==> config.mk <==
export PLATFORM = sky130hd
export DESIGN_NAME = rts_dtr_command_frame_sender_top
export DESIGN_NICKNAME = d
export VERILOG_FILES = /design/src/design/rdcfs_pkg.sv /design/src/design/rts_dtr_command_frame_sender_top.sv /design/src/design/rdcfs_word.sv /design/src/design/rdcfs_sender.sv
export VERILOG_INCLUDE_DIRS = /design/src /design/src/design
export SDC_FILE = /design/constraint.sdc
export NUM_CORES = 1
export LEC_CHECK = 0
export ABC_AREA = 1
export BUFFER_PORTS_ARGS = -buffer_cell sky130_fd_sc_hd__buf_4
export CAP_MARGIN = 20
export CORE_AREA = 2 2 118 120
export CTS_BUF_LIST = sky130_fd_sc_hd__clkbuf_16
export DETAILED_ROUTE_END_ITERATION = 8
export DIE_AREA = 0 0 120 122
export GPL_TIMING_DRIVEN = 0
export PLACE_DENSITY = 0.68
export REMOVE_ABC_BUFFERS = 1
export SLEW_MARGIN = 20
export SYNTH_ARGS = -nofsm -noshare
export SYNTH_HDL_FRONTEND = slang
export SYNTH_HIERARCHICAL = 1
export SYNTH_SLANG_ARGS = --single-unit
==> constraint.sdc <==
create_clock -name clock -period 3.7 [get_ports clock]
set_clock_uncertainty 0.1 [all_clocks]
set_input_delay 0.185 -clock clock [delete_from_list [all_inputs] [get_ports clock]]
set_output_delay 0.185 -clock clock [all_outputs]
set_load 0.01 [all_outputs]
==> src/design/assert_macros.svh <==
// Assertion macros shared by the design files.
// With SYNTH defined the macros expand to nothing.
`ifndef ASSERT_MACROS_SVH
`define ASSERT_MACROS_SVH

`ifndef SYNTH
// Condition must hold at every clock edge outside reset
`define RDCFS_ASSERT_ALWAYS(lbl, cond, msg) \
   lbl: assert property (@(posedge clock) disable iff (reset) (cond)) else $error(msg);
// Antecedent in a cycle implies consequent in the same cycle
`define RDCFS_ASSERT_IMP(lbl, ante, cons, msg) \
   lbl: assert property (@(posedge clock) disable iff (reset) (ante) |-> (cons)) else $error(msg);
// Antecedent in a cycle implies consequent in the next cycle
`define RDCFS_ASSERT_NEXT(lbl, ante, cons, msg) \
   lbl: assert property (@(posedge clock) disable iff (reset) (ante) |=> (cons)) else $error(msg);
`else
`define RDCFS_ASSERT_ALWAYS(lbl, cond, msg)
`define RDCFS_ASSERT_IMP(lbl, ante, cons, msg)
`define RDCFS_ASSERT_NEXT(lbl, ante, cons, msg)
`endif

`endif

==> src/design/rdcfs_pkg.sv <==
// ----------------------------------------------------------------------------
// rdcfs_pkg
// Types, code tables and constants for the RTS/DTR command frame sender.
// ----------------------------------------------------------------------------
`timescale 1ns / 1ps

package rdcfs_pkg;

   localparam int unsigned MAX_STEPS  = 6;
   localparam int unsigned FRAME_BITS = 40;
   localparam int unsigned WORD_W     = 16;
   localparam int unsigned TICK_W     = 16;
   localparam int unsigned BIT_IDX_W  = 6;
   localparam int unsigned FRAMES_W   = 3;

   localparam logic [7:0] FRAME_HDR0   = 8'hD5;
   localparam logic [7:0] FRAME_HDR1   = 8'hAA;
   localparam logic [7:0] FRAME_FOOTER = 8'hAD;

   localparam logic [1:0] CMD_ON       = 2'd0;
   localparam logic [1:0] CMD_OFF      = 2'd1;
   localparam logic [1:0] CMD_BRIGHTEN = 2'd2;
   localparam logic [1:0] CMD_DIM      = 2'd3;

   localparam logic KIND_TICK    = 1'b0;
   localparam logic KIND_REQUEST = 1'b1;

   // register indexes on the csr port
   localparam logic [1:0] REG_BIT_DELAY = 2'd0;
   localparam logic [1:0] REG_FRAME_GAP = 2'd1;

   localparam logic [TICK_W-1:0] BIT_DELAY_RESET = 16'd5;
   localparam logic [TICK_W-1:0] FRAME_GAP_RESET = 16'd5000;

   // line levels: bit 1 is RTS, bit 0 is DTR
   localparam logic [1:0] LINES_LOW     = 2'b00;
   localparam logic [1:0] LINES_STANDBY = 2'b11;
   localparam logic [1:0] LINES_ONE     = 2'b10;
   localparam logic [1:0] LINES_ZERO    = 2'b01;

   typedef enum logic [2:0] {
      PH_IDLE  = 3'd0,
      PH_STBY1 = 3'd1,
      PH_STBY2 = 3'd2,
      PH_SIG   = 3'd3,
      PH_SPACE = 3'd4,
      PH_GAP   = 3'd5
   } phase_type;

   typedef enum logic [1:0] {
      ST_NONE     = 2'd0,
      ST_ACCEPTED = 2'd1,
      ST_BADSTEPS = 2'd2,
      ST_BUSY     = 2'd3
   } status_type;

   typedef struct packed {
      logic       kind;
      logic [3:0] house;
      logic [3:0] unit;
      logic [1:0] command;
      logic [2:0] steps;
   } req_type;

   typedef struct packed {
      logic       rts_level;
      logic       dtr_level;
      logic       busy_res;
      logic [1:0] status;
   } rsp_type;

   // decoded request, passed from the word builder to the sender
   typedef struct packed {
      logic [WORD_W-1:0]   first_word;
      logic [WORD_W-1:0]   repeat_word;
      logic [FRAMES_W-1:0] frames;
      logic                steps_ok;
   } code_type;

   function automatic logic [WORD_W-1:0] house_code(input logic [3:0] house);
      logic [WORD_W-1:0] code;
      case (house)
         4'd0:    code = 16'h6000;
         4'd1:    code = 16'h7000;
         4'd2:    code = 16'h4000;
         4'd3:    code = 16'h5000;
         4'd4:    code = 16'h8000;
         4'd5:    code = 16'h9000;
         4'd6:    code = 16'hA000;
         4'd7:    code = 16'hB000;
         4'd8:    code = 16'hE000;
         4'd9:    code = 16'hF000;
         4'd10:   code = 16'hC000;
         4'd11:   code = 16'hD000;
         4'd12:   code = 16'h0000;
         4'd13:   code = 16'h1000;
         4'd14:   code = 16'h2000;
         default: code = 16'h3000;
      endcase
      return code;
   endfunction

   function automatic logic [WORD_W-1:0] unit_code(input logic [3:0] unit);
      logic [WORD_W-1:0] code;
      case (unit)
         4'd0:    code = 16'h0000;
         4'd1:    code = 16'h0010;
         4'd2:    code = 16'h0008;
         4'd3:    code = 16'h0018;
         4'd4:    code = 16'h0040;
         4'd5:    code = 16'h0050;
         4'd6:    code = 16'h0048;
         4'd7:    code = 16'h0058;
         4'd8:    code = 16'h0400;
         4'd9:    code = 16'h0410;
         4'd10:   code = 16'h0408;
         4'd11:   code = 16'h0418;
         4'd12:   code = 16'h0440;
         4'd13:   code = 16'h0450;
         4'd14:   code = 16'h0448;
         default: code = 16'h0458;
      endcase
      return code;
   endfunction

   function automatic logic [WORD_W-1:0] cmd_code(input logic [1:0] command);
      logic [WORD_W-1:0] code;
      case (command)
         CMD_ON:       code = 16'h0000;
         CMD_OFF:      code = 16'h0020;
         CMD_BRIGHTEN: code = 16'h0088;
         default:      code = 16'h0098;
      endcase
      return code;
   endfunction

endpackage

==> src/design/rts_dtr_command_frame_sender_top.sv <==
// ----------------------------------------------------------------------------
// rts_dtr_command_frame_sender_top
// Two-line serial command frame sender with csr port and registered result.
// ----------------------------------------------------------------------------
// Usage:
//   req_ channel carries one item per handshake: a time tick (kind 0) or a
//   command request (kind 1). Every item yields exactly one result item on
//   the rsp_ channel with the line levels after it, the busy flag and a
//   status (none, accepted, bad steps, busy).
//   The result of an item is registered and presented in the cycle
//   after it is taken. One item per cycle is sustained; the only limit is
//   the single result register, which is refilled in the cycle it is taken.
//   When the receiver stalls, the held result stays put and req_ready drops
//   until it is taken; no item is lost or reordered.
//   csr_ writes (index 0 bit delay, index 1 frame gap) are always taken;
//   other indexes are ignored.
//   Synchronous reset clears the sender to idle with both lines low and
//   loads bit delay 5 and frame gap 5000; no result is pending after reset.
// ----------------------------------------------------------------------------
`timescale 1ns / 1ps

`include "assert_macros.svh"

module rts_dtr_command_frame_sender_top (
   input  logic                           clock,
   input  logic                           reset,
   input  logic                           req_valid,
   output logic                           req_ready,
   input  rdcfs_pkg::req_type             req_data,
   output logic                           rsp_valid,
   input  logic                           rsp_ready,
   output rdcfs_pkg::rsp_type             rsp_data,
   input  logic                           csr_valid,
   output logic                           csr_ready,
   input  logic [1:0]                     csr_index,
   input  logic [rdcfs_pkg::TICK_W-1:0]   csr_wdata
);

   logic [rdcfs_pkg::TICK_W-1:0] bit_delay_ff, bit_delay_in;
   logic [rdcfs_pkg::TICK_W-1:0] frame_gap_ff, frame_gap_in;
   logic                         rsp_valid_ff, rsp_valid_in;
   rdcfs_pkg::rsp_type           rsp_ff, rsp_in;
   rdcfs_pkg::code_type          code;
   rdcfs_pkg::rsp_type           result;
   logic                         item_en;

   assign csr_ready = 1'b1;
   assign req_ready = !rsp_valid_ff || rsp_ready;
   assign item_en   = req_valid && req_ready;

   rdcfs_word u_word (
      .req  (req_data),
      .code (code)
   );

   rdcfs_sender u_sender (
      .clock     (clock),
      .reset     (reset),
      .item_en   (item_en),
      .req       (req_data),
      .code      (code),
      .bit_delay (bit_delay_ff),
      .frame_gap (frame_gap_ff),
      .result    (result)
   );

   always_comb begin
      bit_delay_in = bit_delay_ff;
      frame_gap_in = frame_gap_ff;
      if (csr_valid && csr_ready) begin
         case (csr_index)
            rdcfs_pkg::REG_BIT_DELAY: bit_delay_in = csr_wdata;
            rdcfs_pkg::REG_FRAME_GAP: frame_gap_in = csr_wdata;
            default: begin
            end
         endcase
      end
   end

   always_comb begin
      rsp_valid_in = rsp_valid_ff;
      rsp_in       = rsp_ff;
      if (item_en) begin
         rsp_valid_in = 1'b1;
         rsp_in       = result;
      end else if (rsp_ready) begin
         rsp_valid_in = 1'b0;
      end
   end

   always_ff @(posedge clock) begin
      if (reset) begin
         bit_delay_ff <= rdcfs_pkg::BIT_DELAY_RESET;
         frame_gap_ff <= rdcfs_pkg::FRAME_GAP_RESET;
         rsp_valid_ff <= 1'b0;
      end else begin
         bit_delay_ff <= bit_delay_in;
         frame_gap_ff <= frame_gap_in;
         rsp_valid_ff <= rsp_valid_in;
      end
   end

   always_ff @(posedge clock) begin
      rsp_ff <= rsp_in;
   end

   assign rsp_valid = rsp_valid_ff;
   assign rsp_data  = rsp_ff;

   // an accepted request always leaves the lines in standby and the sender busy
   `RDCFS_ASSERT_IMP(a_accept_standby, rsp_valid_ff && (rsp_ff.status == rdcfs_pkg::ST_ACCEPTED), rsp_ff.busy_res && rsp_ff.rts_level && rsp_ff.dtr_level, "accepted request not in standby")
   // a busy rejection only happens while frames are in flight
   `RDCFS_ASSERT_IMP(a_busy_reject, rsp_valid_ff && (rsp_ff.status == rdcfs_pkg::ST_BUSY), rsp_ff.busy_res, "busy rejection while idle")
   // when idle the two lines are never split
   `RDCFS_ASSERT_IMP(a_idle_lines, rsp_valid_ff && !rsp_ff.busy_res, rsp_ff.rts_level == rsp_ff.dtr_level, "split lines while idle")
   // every taken item gives a result in the next cycle
   `RDCFS_ASSERT_NEXT(a_result_follows, item_en, rsp_valid_ff, "item without result")

endmodule

==> src/design/rdcfs_word.sv <==
// ----------------------------------------------------------------------------
// rdcfs_word
// Builds the command words and frame count for a request from the code tables.
// ----------------------------------------------------------------------------
`timescale 1ns / 1ps

module rdcfs_word (
   input  rdcfs_pkg::req_type  req,
   output rdcfs_pkg::code_type code
);

   logic [rdcfs_pkg::WORD_W-1:0] house_bits;
   logic [rdcfs_pkg::WORD_W-1:0] unit_bits;
   logic                         is_dimmer;

   assign house_bits = rdcfs_pkg::house_code(req.house);
   assign unit_bits  = rdcfs_pkg::unit_code(req.unit);
   assign is_dimmer  = (req.command == rdcfs_pkg::CMD_BRIGHTEN) ||
                       (req.command == rdcfs_pkg::CMD_DIM);

   always_comb begin
      code.first_word = house_bits | unit_bits | rdcfs_pkg::cmd_code(rdcfs_pkg::CMD_ON);
      if (is_dimmer) begin
         // brighten and dim carry no unit bits; an ON frame addresses the unit first
         code.repeat_word = house_bits | rdcfs_pkg::cmd_code(req.command);
         code.frames      = req.steps;
         code.steps_ok    = (req.steps != 3'd0) &&
                            (req.steps <= 3'(rdcfs_pkg::MAX_STEPS));
      end else begin
         code.repeat_word = house_bits | unit_bits | rdcfs_pkg::cmd_code(req.command);
         code.first_word  = code.repeat_word;
         code.frames      = '0;
         code.steps_ok    = 1'b1;
      end
   end

endmodule

==> src/design/rdcfs_sender.sv <==
// ----------------------------------------------------------------------------
// rdcfs_sender
// Frame sequencer: phase, tick counter, frame shift register and line levels.
// ----------------------------------------------------------------------------
`timescale 1ns / 1ps

module rdcfs_sender (
   input  logic                                 clock,
   input  logic                                 reset,
   input  logic                                 item_en,
   input  rdcfs_pkg::req_type                   req,
   input  rdcfs_pkg::code_type                  code,
   input  logic [rdcfs_pkg::TICK_W-1:0]         bit_delay,
   input  logic [rdcfs_pkg::TICK_W-1:0]         frame_gap,
   output rdcfs_pkg::rsp_type                   result
);

   rdcfs_pkg::phase_type                 phase_ff, phase_in;
   logic [1:0]                           lines_ff, lines_in;
   logic [rdcfs_pkg::TICK_W-1:0]         tick_ff, tick_in;
   logic [rdcfs_pkg::BIT_IDX_W-1:0]      bit_ff, bit_in;
   logic [rdcfs_pkg::FRAME_BITS-1:0]     shift_ff, shift_in;
   logic [rdcfs_pkg::FRAMES_W-1:0]       frames_ff, frames_in;
   logic [rdcfs_pkg::WORD_W-1:0]         repeat_ff, repeat_in;

   rdcfs_pkg::status_type                status;
   logic [rdcfs_pkg::TICK_W-1:0]         dur;
   logic [rdcfs_pkg::TICK_W-1:0]         tick_inc;
   logic [rdcfs_pkg::BIT_IDX_W-1:0]      bit_inc;
   logic                                 load_en;
   logic [rdcfs_pkg::WORD_W-1:0]         load_word;
   logic                                 end_frame;

   always_ff @(posedge clock) begin
      if (reset) begin
         phase_ff  <= rdcfs_pkg::PH_IDLE;
         lines_ff  <= rdcfs_pkg::LINES_LOW;
         tick_ff   <= '0;
         bit_ff    <= '0;
         shift_ff  <= '0;
         frames_ff <= '0;
         repeat_ff <= '0;
      end else begin
         phase_ff  <= phase_in;
         lines_ff  <= lines_in;
         tick_ff   <= tick_in;
         bit_ff    <= bit_in;
         shift_ff  <= shift_in;
         frames_ff <= frames_in;
         repeat_ff <= repeat_in;
      end
   end

   always_comb begin
      dur = (phase_ff == rdcfs_pkg::PH_GAP) ? frame_gap : bit_delay;
      if (dur == '0) begin
         dur = 16'd1;
      end
   end

   assign tick_inc = tick_ff + 16'd1;
   assign bit_inc  = bit_ff + 6'd1;

   always_comb begin
      phase_in  = phase_ff;
      lines_in  = lines_ff;
      tick_in   = tick_ff;
      bit_in    = bit_ff;
      shift_in  = shift_ff;
      frames_in = frames_ff;
      repeat_in = repeat_ff;
      status    = rdcfs_pkg::ST_NONE;
      load_en   = 1'b0;
      load_word = code.first_word;
      end_frame = 1'b0;

      if (item_en) begin
         if (req.kind == rdcfs_pkg::KIND_REQUEST) begin
            // busy check comes before the steps check
            if (phase_ff != rdcfs_pkg::PH_IDLE) begin
               status = rdcfs_pkg::ST_BUSY;
            end else if (!code.steps_ok) begin
               status = rdcfs_pkg::ST_BADSTEPS;
            end else begin
               status    = rdcfs_pkg::ST_ACCEPTED;
               repeat_in = code.repeat_word;
               frames_in = code.frames;
               load_en   = 1'b1;
               load_word = code.first_word;
            end
         end else if (phase_ff != rdcfs_pkg::PH_IDLE) begin
            tick_in = tick_inc;
            if (tick_inc >= dur) begin
               tick_in = '0;
               case (phase_ff)
                  rdcfs_pkg::PH_STBY1: begin
                     phase_in = rdcfs_pkg::PH_STBY2;
                  end
                  rdcfs_pkg::PH_STBY2: begin
                     phase_in = rdcfs_pkg::PH_SIG;
                     lines_in = shift_ff[rdcfs_pkg::FRAME_BITS-1] ?
                                rdcfs_pkg::LINES_ONE : rdcfs_pkg::LINES_ZERO;
                  end
                  rdcfs_pkg::PH_SIG: begin
                     phase_in = rdcfs_pkg::PH_SPACE;
                     lines_in = rdcfs_pkg::LINES_STANDBY;
                  end
                  rdcfs_pkg::PH_SPACE: begin
                     shift_in = {shift_ff[rdcfs_pkg::FRAME_BITS-2:0], 1'b0};
                     bit_in   = bit_inc;
                     if (bit_inc >= 6'(rdcfs_pkg::FRAME_BITS)) begin
                        if (frame_gap == '0) begin
                           end_frame = 1'b1;
                        end else begin
                           phase_in = rdcfs_pkg::PH_GAP;
                           lines_in = rdcfs_pkg::LINES_STANDBY;
                        end
                     end else begin
                        phase_in = rdcfs_pkg::PH_SIG;
                        lines_in = shift_ff[rdcfs_pkg::FRAME_BITS-2] ?
                                   rdcfs_pkg::LINES_ONE : rdcfs_pkg::LINES_ZERO;
                     end
                  end
                  rdcfs_pkg::PH_GAP: begin
                     end_frame = 1'b1;
                  end
                  default: begin
                     phase_in = rdcfs_pkg::PH_IDLE;
                  end
               endcase
            end
         end
      end

      // next repeat frame, or back to idle in standby
      if (end_frame) begin
         if (frames_ff != '0) begin
            frames_in = frames_ff - 3'd1;
            load_en   = 1'b1;
            load_word = repeat_ff;
         end else begin
            phase_in = rdcfs_pkg::PH_IDLE;
            lines_in = rdcfs_pkg::LINES_STANDBY;
         end
      end

      if (load_en) begin
         shift_in = {rdcfs_pkg::FRAME_HDR0, rdcfs_pkg::FRAME_HDR1, load_word,
                     rdcfs_pkg::FRAME_FOOTER};
         bit_in   = '0;
         tick_in  = '0;
         phase_in = rdcfs_pkg::PH_STBY1;
         lines_in = rdcfs_pkg::LINES_STANDBY;
      end
   end

   assign result.rts_level = lines_in[1];
   assign result.dtr_level = lines_in[0];
   assign result.busy_res  = (phase_in != rdcfs_pkg::PH_IDLE);
   assign result.status    = status;

endmodule
==> metrics.yaml, run 1 <==
die_y_um: 122
netlist_area_sq_um: 7050
slowest_delay_ps: 370
dr.pass1.iters: 5
fin_tns_setup_ps: 0
antenna_found_initial: 0
route.detailed.drc: 0
path_max_fanout: 15
maxSlewViolCount: 0
routed_wl_um: 16500
syn_area_per_cell_sq_um: 6.47
drv_cap: 0
fp-row-count: 43
finalCriticalPeriod_ps: 3590
grt_max_degree: 42
ys_seq_elements: 124
gp_congestion: 0.834
cts_max_level: 4
synth_flop_cell: "dfxtp_1"
met2_usage_pct: 37.9
irDropWorstVdd_v: 0.000292
tightest_slew_ps: 997
timing.final.hold_violations: 0
status: "finished, final reports clean"
placed_cell_area_sq_um: 7210
max_clock_freq_mhz: 278
dieArea_sq_um: 14600
pin_count: 45
p_per_area_nw_per_um2: 403
final.period_utilization_pct: 97.1
yosysWarnings: 6
cp.required_ps: 3770
synth_enable_flop_cells: 5
grt_use_total_pct: 23.8
start_kind: "register"
antenna_cells: 0
root_buffer: "clkbuf_16"
leakage_uw: 0.00404
critical_path.slowest_cell: "dfxtp_4"
rsz0062_at_grt: "true"
arrival_ps: 3660
grt_pass1_wl_um: 28200
port_buffers: 43
clock_sinks: 124
area_delta_synth_final_pct: 17.8
final_common_cell: "nand2_1"
slew_headroom_pct: 33.4
cts_buffers: 17
multi_input_area_sq_um: 3830
dp_hpwl_um: 9190
die_x_um: 120
clock_latency_ps: 420
hp-class: "primary input to register"
syn-instance-count: 1090
async_reset_ff_share_pct: 0
viasPerCell: 4.98
grt.met3_usage_pct: 5.01
cts_tree: "yes"
path_clk_slew_ps: 60
ys_seq_area_share_pct: 35.9
grt_pass1_vias: 6026
initial_core_util_pct: 52.2
layout-drive-gt1-share_pct: 11.7
detail-route-antenna-nets: 0
path_buf_inv: 2
core_area_sq_um: 13500
cp_top_family: "simple AND/OR/NAND/NOR gates"
synth_cell_types: 38
fin_nets: 1184
worst-setup-path-type: "register to register"
fillers: 1293
crit_path_cell_trace: "ha_2 > nand2_1 > nor2_2 > nand3_1 > nor2_1 > nand2_2 > nor3_4 > nand2_1 > xor2_1 > inv_1 > ha_1 > nand2_1 > nor2_1 > a21oi_2 > nand3_4 > nand4_4 > buf_4 > nand2_4 > a21oi_2 > nand2_1"
final_cell_mix: "nand2_1 (257), nor2_1 (207), inv_1 (135)"
wl_per_cell_um: 12.6
drtIter0Drc: 504
use_met1_pct: 32.1
finalPower_uw: 3350
design_area_sq_um: 8310
top_usage_layer: "met2"
cp_common_cell: "nand2_1"
grt_remaining_overflow: 0
setup_violations: 0
whs_ps: 13.7
regArea_sq_um: 2540
worst_setup_path_end_kind: "register"
clockBufferDepth: 2
dr_total_vias: 6561
## what timing repair did
| action | 4_1_cts | 5_1_grt |
|---|---|---|
| resized for setup | 23 | 29 |
| setup buffers | 4 | 5 |
| cloned | 5 | 1 |
| pin swaps | 4 | 5 |
| endpoints found under the setup margin | 73 | 71 |
| hold buffers | 22 | 0 |
| hold endpoints to repair | 26 | 0 |
## metal layers
metal	part of all wire, %	up-vias
li1	-	3448
met1	49	2961
met2	45	133
met3	4.3	19
met4	1.4	0
met5	0	-
## per-stage QoR
step	util, %	setup slack [ps]	std cells
3_3_place_gp	53.3	-1530	1248
3_5_place_dp	53.4	-1310	1248
2_1_floorplan	-	-301	1025
6_report	61.5	109	1317
5_1_grt	61.5	-85.3	1317
4_1_cts	60.2	17.6	1311
## path summary, 6_finish.rpt
path | depth (start not counted) | startpoint | to | slack, ps
max | 20 | u_sender/tick_ff[0]$_SDFFE_PP0P_ | rsp_data[2]$_DFFE_PP_ | 110
min | 4 | req_data[10] | u_sender/repeat_ff[13]$_SDFFE_PP0P_ | 10
max reg2reg | 20 | u_sender/tick_ff[0]$_SDFFE_PP0P_ | rsp_data[2]$_DFFE_PP_ | 110
min reg2reg | 2 | bit_delay_ff[0]$_SDFFE_PP1P_ | bit_delay_ff[0]$_SDFFE_PP1P_ | 360
## cells in the mapped netlist (5+ instances only)
| cell | number | area share, % |
|---|---|---|
| nand2_1 | 262 | 14 |
| nor2_1 | 209 | 11 |
| inv_1 | 135 | 7.2 |
| dfxtp_1 | 119 | 34 |
| a21oi_1 | 59 | 4.2 |
| nand3_1 | 58 | 4.1 |
| o21ai_0 | 48 | 3.4 |
| nand4_1 | 33 | 2.9 |
| buf_4 | 30 | 3.2 |
| clkbuf_1 | 25 | 1.3 |
| ha_1 | 23 | 4.1 |
| xor2_1 | 16 | 2.0 |
| buf_2 | 13 | 0.92 |
| inv_2 | 7 | 0.37 |
| buf_1 | 5 | 0.27 |
| edfxtp_1 | 5 | 2.1 |
## worst min-delay path, stage by stage
cell and delay (ps):
buf_4 80, xnor2_1 70, nor2_1 100, nor2_1 50
## flip-flops by register name, summed over array words and instances, names as in the netlist
name	cells
bit_delay_ff	16
rsp_valid	1
frame_gap_ff	16
rsp_data	5
u_sender/shift_ff	40
u_sender/tick_ff	16
u_sender/lines_ff	2
u_sender/frames_ff	3
u_sender/phase_ff	3
u_sender/repeat_ff	16
u_sender/bit_ff	6
## power by group
group	leakage [uW]	internal [uW]	switching [uW]
clock network	0.000275	963	573
registers	0.00102	1410	34.5
logic	0.00275	144	227
## cells by family after synthesis
family,synth area share [%]
and+or+nand+nor,35.1
buffers and inverters,13.9
DFF,35.9
AOI/OAI and AO/OA,8.47
adders and majority gates,4.08
xor gates and xnor gates,2.11
other,0.107
muxes,0.284
## cell type report
type                            count  share of cell area [%]
Clock buffer                       17                    5.12
Inverter                          142                    6.60
Tap cell                          180                    2.71
Clock inverter                     15                    1.43
Multi-Input combinational cell    765                    46.1
Sequential cell                   124                    30.6
Timing Repair Buffer               74                    7.50
Power figures use the tool's default switching activity.
==> inputs of run 2 (changes only) <==
Settings changed: PLACE_DENSITY 0.68 to 0.71.
Clock period 3.7 ns to 3.17 ns, I/O delays scaled along.
==> run 2 against run 1 <==
The run now ends with negative setup slack left. Register-to-register slack worse by 350 ps. Sequential power is 17% higher. Via count is 8.6% higher. Highest routed layer unchanged.
==> metrics.yaml, run 2 (same netlist as run 1, synthesis figures left out) <==
status: "finished with violations"
violations: "negative setup slack"
path_max_fanout: 7
clock_latency_ps: 430
gp_congestion: 0.825
pin_count: 45
setup_violations: 71
drtIter0Drc: 675
hold_path_startpoint: "req_data[11]"
worst_setup_path_end_kind: "register"
antenna_cells: 0
die_x_um: 120
core_area_sq_um: 13500
reg2reg_slack_ps: -240
rr_endpoint: "rsp_data[2]$_DFFE_PP_"
route.detailed.drc: 0
irDropWorstVdd_v: 0.000350
fin_tns_setup_ps: -9330
grt_remaining_overflow: 0
drv_cap: 0
root_buffer: "clkbuf_16"
dp_hpwl_um: 9420
design_area_sq_um: 9170
dp_cells: 1248
grt_use_total_pct: 25.6
dieArea_sq_um: 14600
maxSlewViolCount: 0
fin_nets: 1222
slew_headroom_pct: 33.0
finalPower_uw: 4090
min_to: "u_sender/repeat_ff[13]$_SDFFE_PP0P_"
final.period_utilization_pct: 107
path_clk_slew_ps: 60
grt_max_degree: 42
antenna_found_initial: 0
grt_pass1_wl_um: 30100
hold_depth: 4
dr_total_vias: 7128
wl_per_cell_um: 14.6
largest_reg_flops: 40
leakage_uw: 0.00433
arrival_ps: 3470
hp-class: "primary input to register"
max_clock_freq_mhz: 293
port_buffers: 43
top_register: "u_sender/shift_ff"
grt_pass1_vias: 6332
timing.final.hold_violations: 0
cts_buffers: 17
dr.pass1.iters: 6
die_y_um: 122
reg2reg_depth: 17
fp-row-count: 43
detail-route-antenna-nets: 0
clock_sinks: 124
cts_tree: "yes"
initial_core_util_pct: 52.2
final_cell_mix: "nand2_1 (245), nor2_1 (192), inv_1 (135)"
r2r_start: "u_sender/tick_ff[4]$_SDFFE_PP0P_"
fin_util_pct: 67.9
final_cells: 1355
clockBufferDepth: 2
area_delta_synth_final_pct: 30.1
placed_cell_area_sq_um: 7210
finalCriticalPeriod_ps: 3410
final.setup.worst_slack_ps: -237
start_kind: "register"
rsz0062_at_grt: "true"
final_common_cell: "nand2_1"
layout-drive-gt1-share_pct: 20.6
viasPerCell: 5.26
cts_max_level: 4
tightest_slew_ps: 1000
worst-setup-path-type: "register to register"
p_per_area_nw_per_um2: 446
routed_wl_um: 19800
cp.required_ps: 3240
==> run 2: cell count changes in the layout (fill, tap and decap cells not counted), moves of 6 or more <==
cell / previous run / this run
a21oi_1: 56 / 31
a21oi_2: 3 / 27
nor2_1: 207 / 192
nand2_1: 257 / 245
nor2_2: 4 / 16
buf_4: 51 / 61
buf_6: 0 / 10
dlygate4sd3_1: 22 / 28
nand2_2: 6 / 12
==> run 2: report_power, final <==
part	switching (uW)	internal (uW)	total [uW]
Sequential	43.1	1640	1690
Clock	689	1210	1900
Combinational	308	203	511
Total	1040	3050	4090
==> run 2: layer usage <==
layer,vias to the layer above,share of wire (%),global-route usage [%]
met5,-,0,0
met4,0,2.6,10.0
met3,46,6.0,4.78
met2,253,48,41.7
met1,3289,44,33.7
li1,3540,-,-
==> run 2: stage by stage <==
step | hold WS, ps | worst slack, ps
after global routing | 24.6 | -422
after CTS | 0.497 | -143
final | 9.63 | -237
after detailed placement | 302 | -1750
after global placement | 296 | -1960
after floorplan | 128 | -831
==> run 2: worst max-delay path by stage <==
stage                     cells after the start                            endpoint                             start  slack, ps
final                                        17               rsp_data[2]$_DFFE_PP_  u_sender/tick_ff[4]$_SDFFE_PP0P_       -240
after global routing                         19               rsp_data[2]$_DFFE_PP_  u_sender/tick_ff[3]$_SDFFE_PP0P_       -420
after CTS                                    20   u_sender/shift_ff[9]$_SDFFE_PP0P_  u_sender/tick_ff[1]$_SDFFE_PP0P_       -140
after detailed placement                     19   u_sender/shift_ff[1]$_SDFFE_PP0P_   u_sender/phase_ff[2]$_SDFF_PP0_      -1750
after global placement                       14  u_sender/shift_ff[31]$_SDFFE_PP0P_   u_sender/phase_ff[2]$_SDFF_PP0_      -1960
after floorplan                              19   u_sender/shift_ff[2]$_SDFFE_PP0P_  u_sender/tick_ff[0]$_SDFFE_PP0P_       -830
==> run 2: critical path: stages, from the launching register on <==
cell     delay, ps
dfxtp_2        360
inv_1          100
nor4_4         380
nand2_2        130
nor2_1         130
xor2_1         160
inv_1          100
ha_1           310
nand4_1        170
nor3_4         240
nand3_2        150
nand3_4        150
buf_4          190
nand2_1         70
nand2_1         80
nand2_1         90
a21oi_2        150
nand2_1         80
==> run 2: repair_timing <==
| action | in CTS | in global routing |
|---|---|---|
| setup endpoints to repair | 73 | 74 |
| endpoints found under the hold margin | 56 | 0 |
| gates cloned | 11 | 5 |
| pin swaps | 24 | 26 |
| resized for setup | 100 | 78 |
| hold buffers | 28 | 0 |
| setup buffers | 20 | 11 |
==> run 2: area by class of cell <==
cell class | count | area (sq um)
clock inverters | 15 | 144
clock buffers | 17 | 425
fillers | 1102 | 4330
inverters | 142 | 569
flip-flops and latches | 124 | 2550
well taps | 180 | 225
repair inverters | 2 | 23.8
multi-input cells | 773 | 4320
repair buffers | 102 | 911
==> inputs of run 3 (changes only) <==
Settings changed: CTS_CLUSTER_SIZE from default to 30, REMOVE_ABC_BUFFERS 1 to default.
==> run 3 against run 2 <==
The flow still finishes with violations (negative setup slack). Fmax decreased by 3.4%. Register-to-register slack got worse by 120 ps. Cell count grew 5.4%. First-iteration DRC count down 7.6%. Largest cell class unchanged. Setup slack lost 120 ps. Global-route usage is 1.1 points higher. Total power fell by 1.3%. Routed wire length rose by 2.1%. Clock-buffer cell count increased by 1.
==> metrics.yaml, run 3 (same netlist as run 1, synthesis figures left out) <==
cp_common_cell: "nand2_2"
critical_path.slowest_cell: "dfxtp_4"
cp.required_ps: 3410
pin_count: 45
clock_latency_ps: 420
grt.met3_usage_pct: 5.01
dr_total_vias: 7335
grt_max_degree: 17
clock_sinks: 124
cp-startpoint: "u_sender/tick_ff[0]$_SDFFE_PP0P_"
die_x_um: 120
final_cell_mix: "nand2_1 (223), nor2_1 (197), inv_1 (132)"
p_clk_share_pct: 44.2
hold_path_startpoint: "req_data[8]"
irDropWorstVdd_v: 0.000387
fin_nets: 1297
die_y_um: 122
tightest_slew_ps: 774
dieArea_sq_um: 14600
rsz0062_at_grt: "true"
cp_top_family: "simple AND/OR/NAND/NOR gates"
fp-row-count: 43
wl_per_cell_um: 14.2
core_area_sq_um: 13500
power_frac_comb_pct: 13.9
violations: "negative setup slack"
path_clk_slew_ps: 60
switching_share_pct: 26.1
finalCriticalPeriod_ps: 3530
status: "finished with violations"
worst-setup-path-type: "register to register"
drtIter0Drc: 624
seq_power_share_pct: 41.9
final_common_cell: "nand2_1"
antenna_found_initial: 1
route.detailed.drc: 0
whs_ps: 2.21
grt_pass1_wl_um: 31300
slowest_delay_ps: 360
area_delta_synth_final_pct: 38.8
final.setup.worst_slack_ps: -356
port_buffers: 39
clockBufferDepth: 2
use_met1_pct: 34.8
fillers: 1049
path_max_fanout: 8
worst_setup_path_end_kind: "register"
layout-drive-gt1-share_pct: 25.3
cts_tree: "yes"
grt_use_total_pct: 26.7
dr.pass1.iters: 5
grt_pass1_vias: 6662
p_sw_uw: 1050
initial_core_util_pct: 52.2
top_usage_layer: "met2"
setup_violations: 71
slew_headroom_pct: 48.4
grt_remaining_overflow: 0
viasPerCell: 5.14
max_clock_freq_mhz: 284
maxSlewViolCount: 0
hp-class: "primary input to register"
largest_reg_flops: 40
power.internal_uw: 2990
dp_hpwl_um: 11700
arrival_ps: 3770
drv_cap: 0
top_register: "u_sender/shift_ff"
path_buf_inv: 4
r2r_start: "u_sender/tick_ff[0]$_SDFFE_PP0P_"
leakage_uw: 0.00486
gp_congestion: 0.833
routed_wl_um: 20200
crit_path_cell_trace: "ha_4 > nand2_4 > nor2_4 > nand3_2 > nor2_2 > nand2_2 > nor3_4 > nand2_2 > xor2_2 > ha_1 > nand2_2 > nor3_4 > nand3_2 > nand3_4 > buf_12 > nand3_4 > inv_6 > buf_8 > buf_8 > nand2_4 > a21oi_2"
timing.final.hold_violations: 0
start_kind: "register"
antenna_cells: 0
cts_max_level: 4
met2_usage_pct: 44.1
root_buffer: "clkbuf_16"
final.period_utilization_pct: 111
post-place-ws_ps: -864
detail-route-antenna-nets: 0
p_per_area_nw_per_um2: 413
cts_buffers: 17
run 3: what timing repair did:
item                                   CTS  global route
hold buffers                            25             0
pin swaps                               19            56
endpoints found under the hold margin   40             0
setup buffers                           40            11
gates cloned                             5             4
setup endpoints to repair               73            73
resized for setup                      118           128
run 3: area by class of cell:
class	instances	area [sq um]	area share, %
inverter	142	563	5.75
buffer	74	604	6.18
multi-input combinational	759	4180	42.7
timing repair buffer	119	1130	11.6
clock inverter	12	81.3	0.831
sequential	124	2550	26.0
clock buffer	18	450	4.60
tap	180	225	2.30
run 3: worst paths after layout:
path	end	slack, ps	cells after the start
min	u_sender/repeat_ff[10]$_SDFFE_PP0P_	2	5
max	u_sender/shift_ff[37]$_SDFFE_PP0P_	-360	21
min reg2reg	u_sender/shift_ff[26]$_SDFFE_PP0P_	370	2
max reg2reg	u_sender/shift_ff[37]$_SDFFE_PP0P_	-360	21
run 3: worst min-delay path, stage by stage:
cell and delay [ps]:
buf_4 80, inv_1 30, nor2_1 70, nor2_1 50, nor2_1 90
run 3: metrics by stage:
| stage | util [%] | instance area (sq um) | cells | TNS (ps) | total power (uW) |
|---|---|---|---|---|---|
| after CTS | 68.3 | 9230 | 1418 | -7800 | 4000 |
| after global routing | 72.5 | 9780 | 1428 | -31570 | 4190 |
| after detailed placement | 56.7 | 7660 | 1321 | -50870 | 2150 |
| final | 72.5 | 9780 | 1428 | -16320 | 4040 |
| after floorplan | - | 7140 | 1102 | -0.611 | 2020 |
| after global placement | 56.7 | 7660 | 1321 | -49410 | 2140 |
run 3: metal layers:
layer | wire length [um] | vias up | share of wire, %
met5 | 13 | - | 0.064
met4 | 355 | 2 | 1.8
met3 | 1050 | 43 | 5.2
met2 | 9760 | 207 | 48
met1 | 9040 | 3420 | 45
li1 | - | 3663 | -
run 3: power groups by stage:
stage,sequential [uW],combinational (uW),clock [uW]
5_1_grt,1700,626,1870
3_5_place_dp,1720,432,0
3_3_place_gp,1710,427,0
2_1_floorplan,1710,307,0
6_report,1690,563,1780
4_1_cts,1690,523,1800
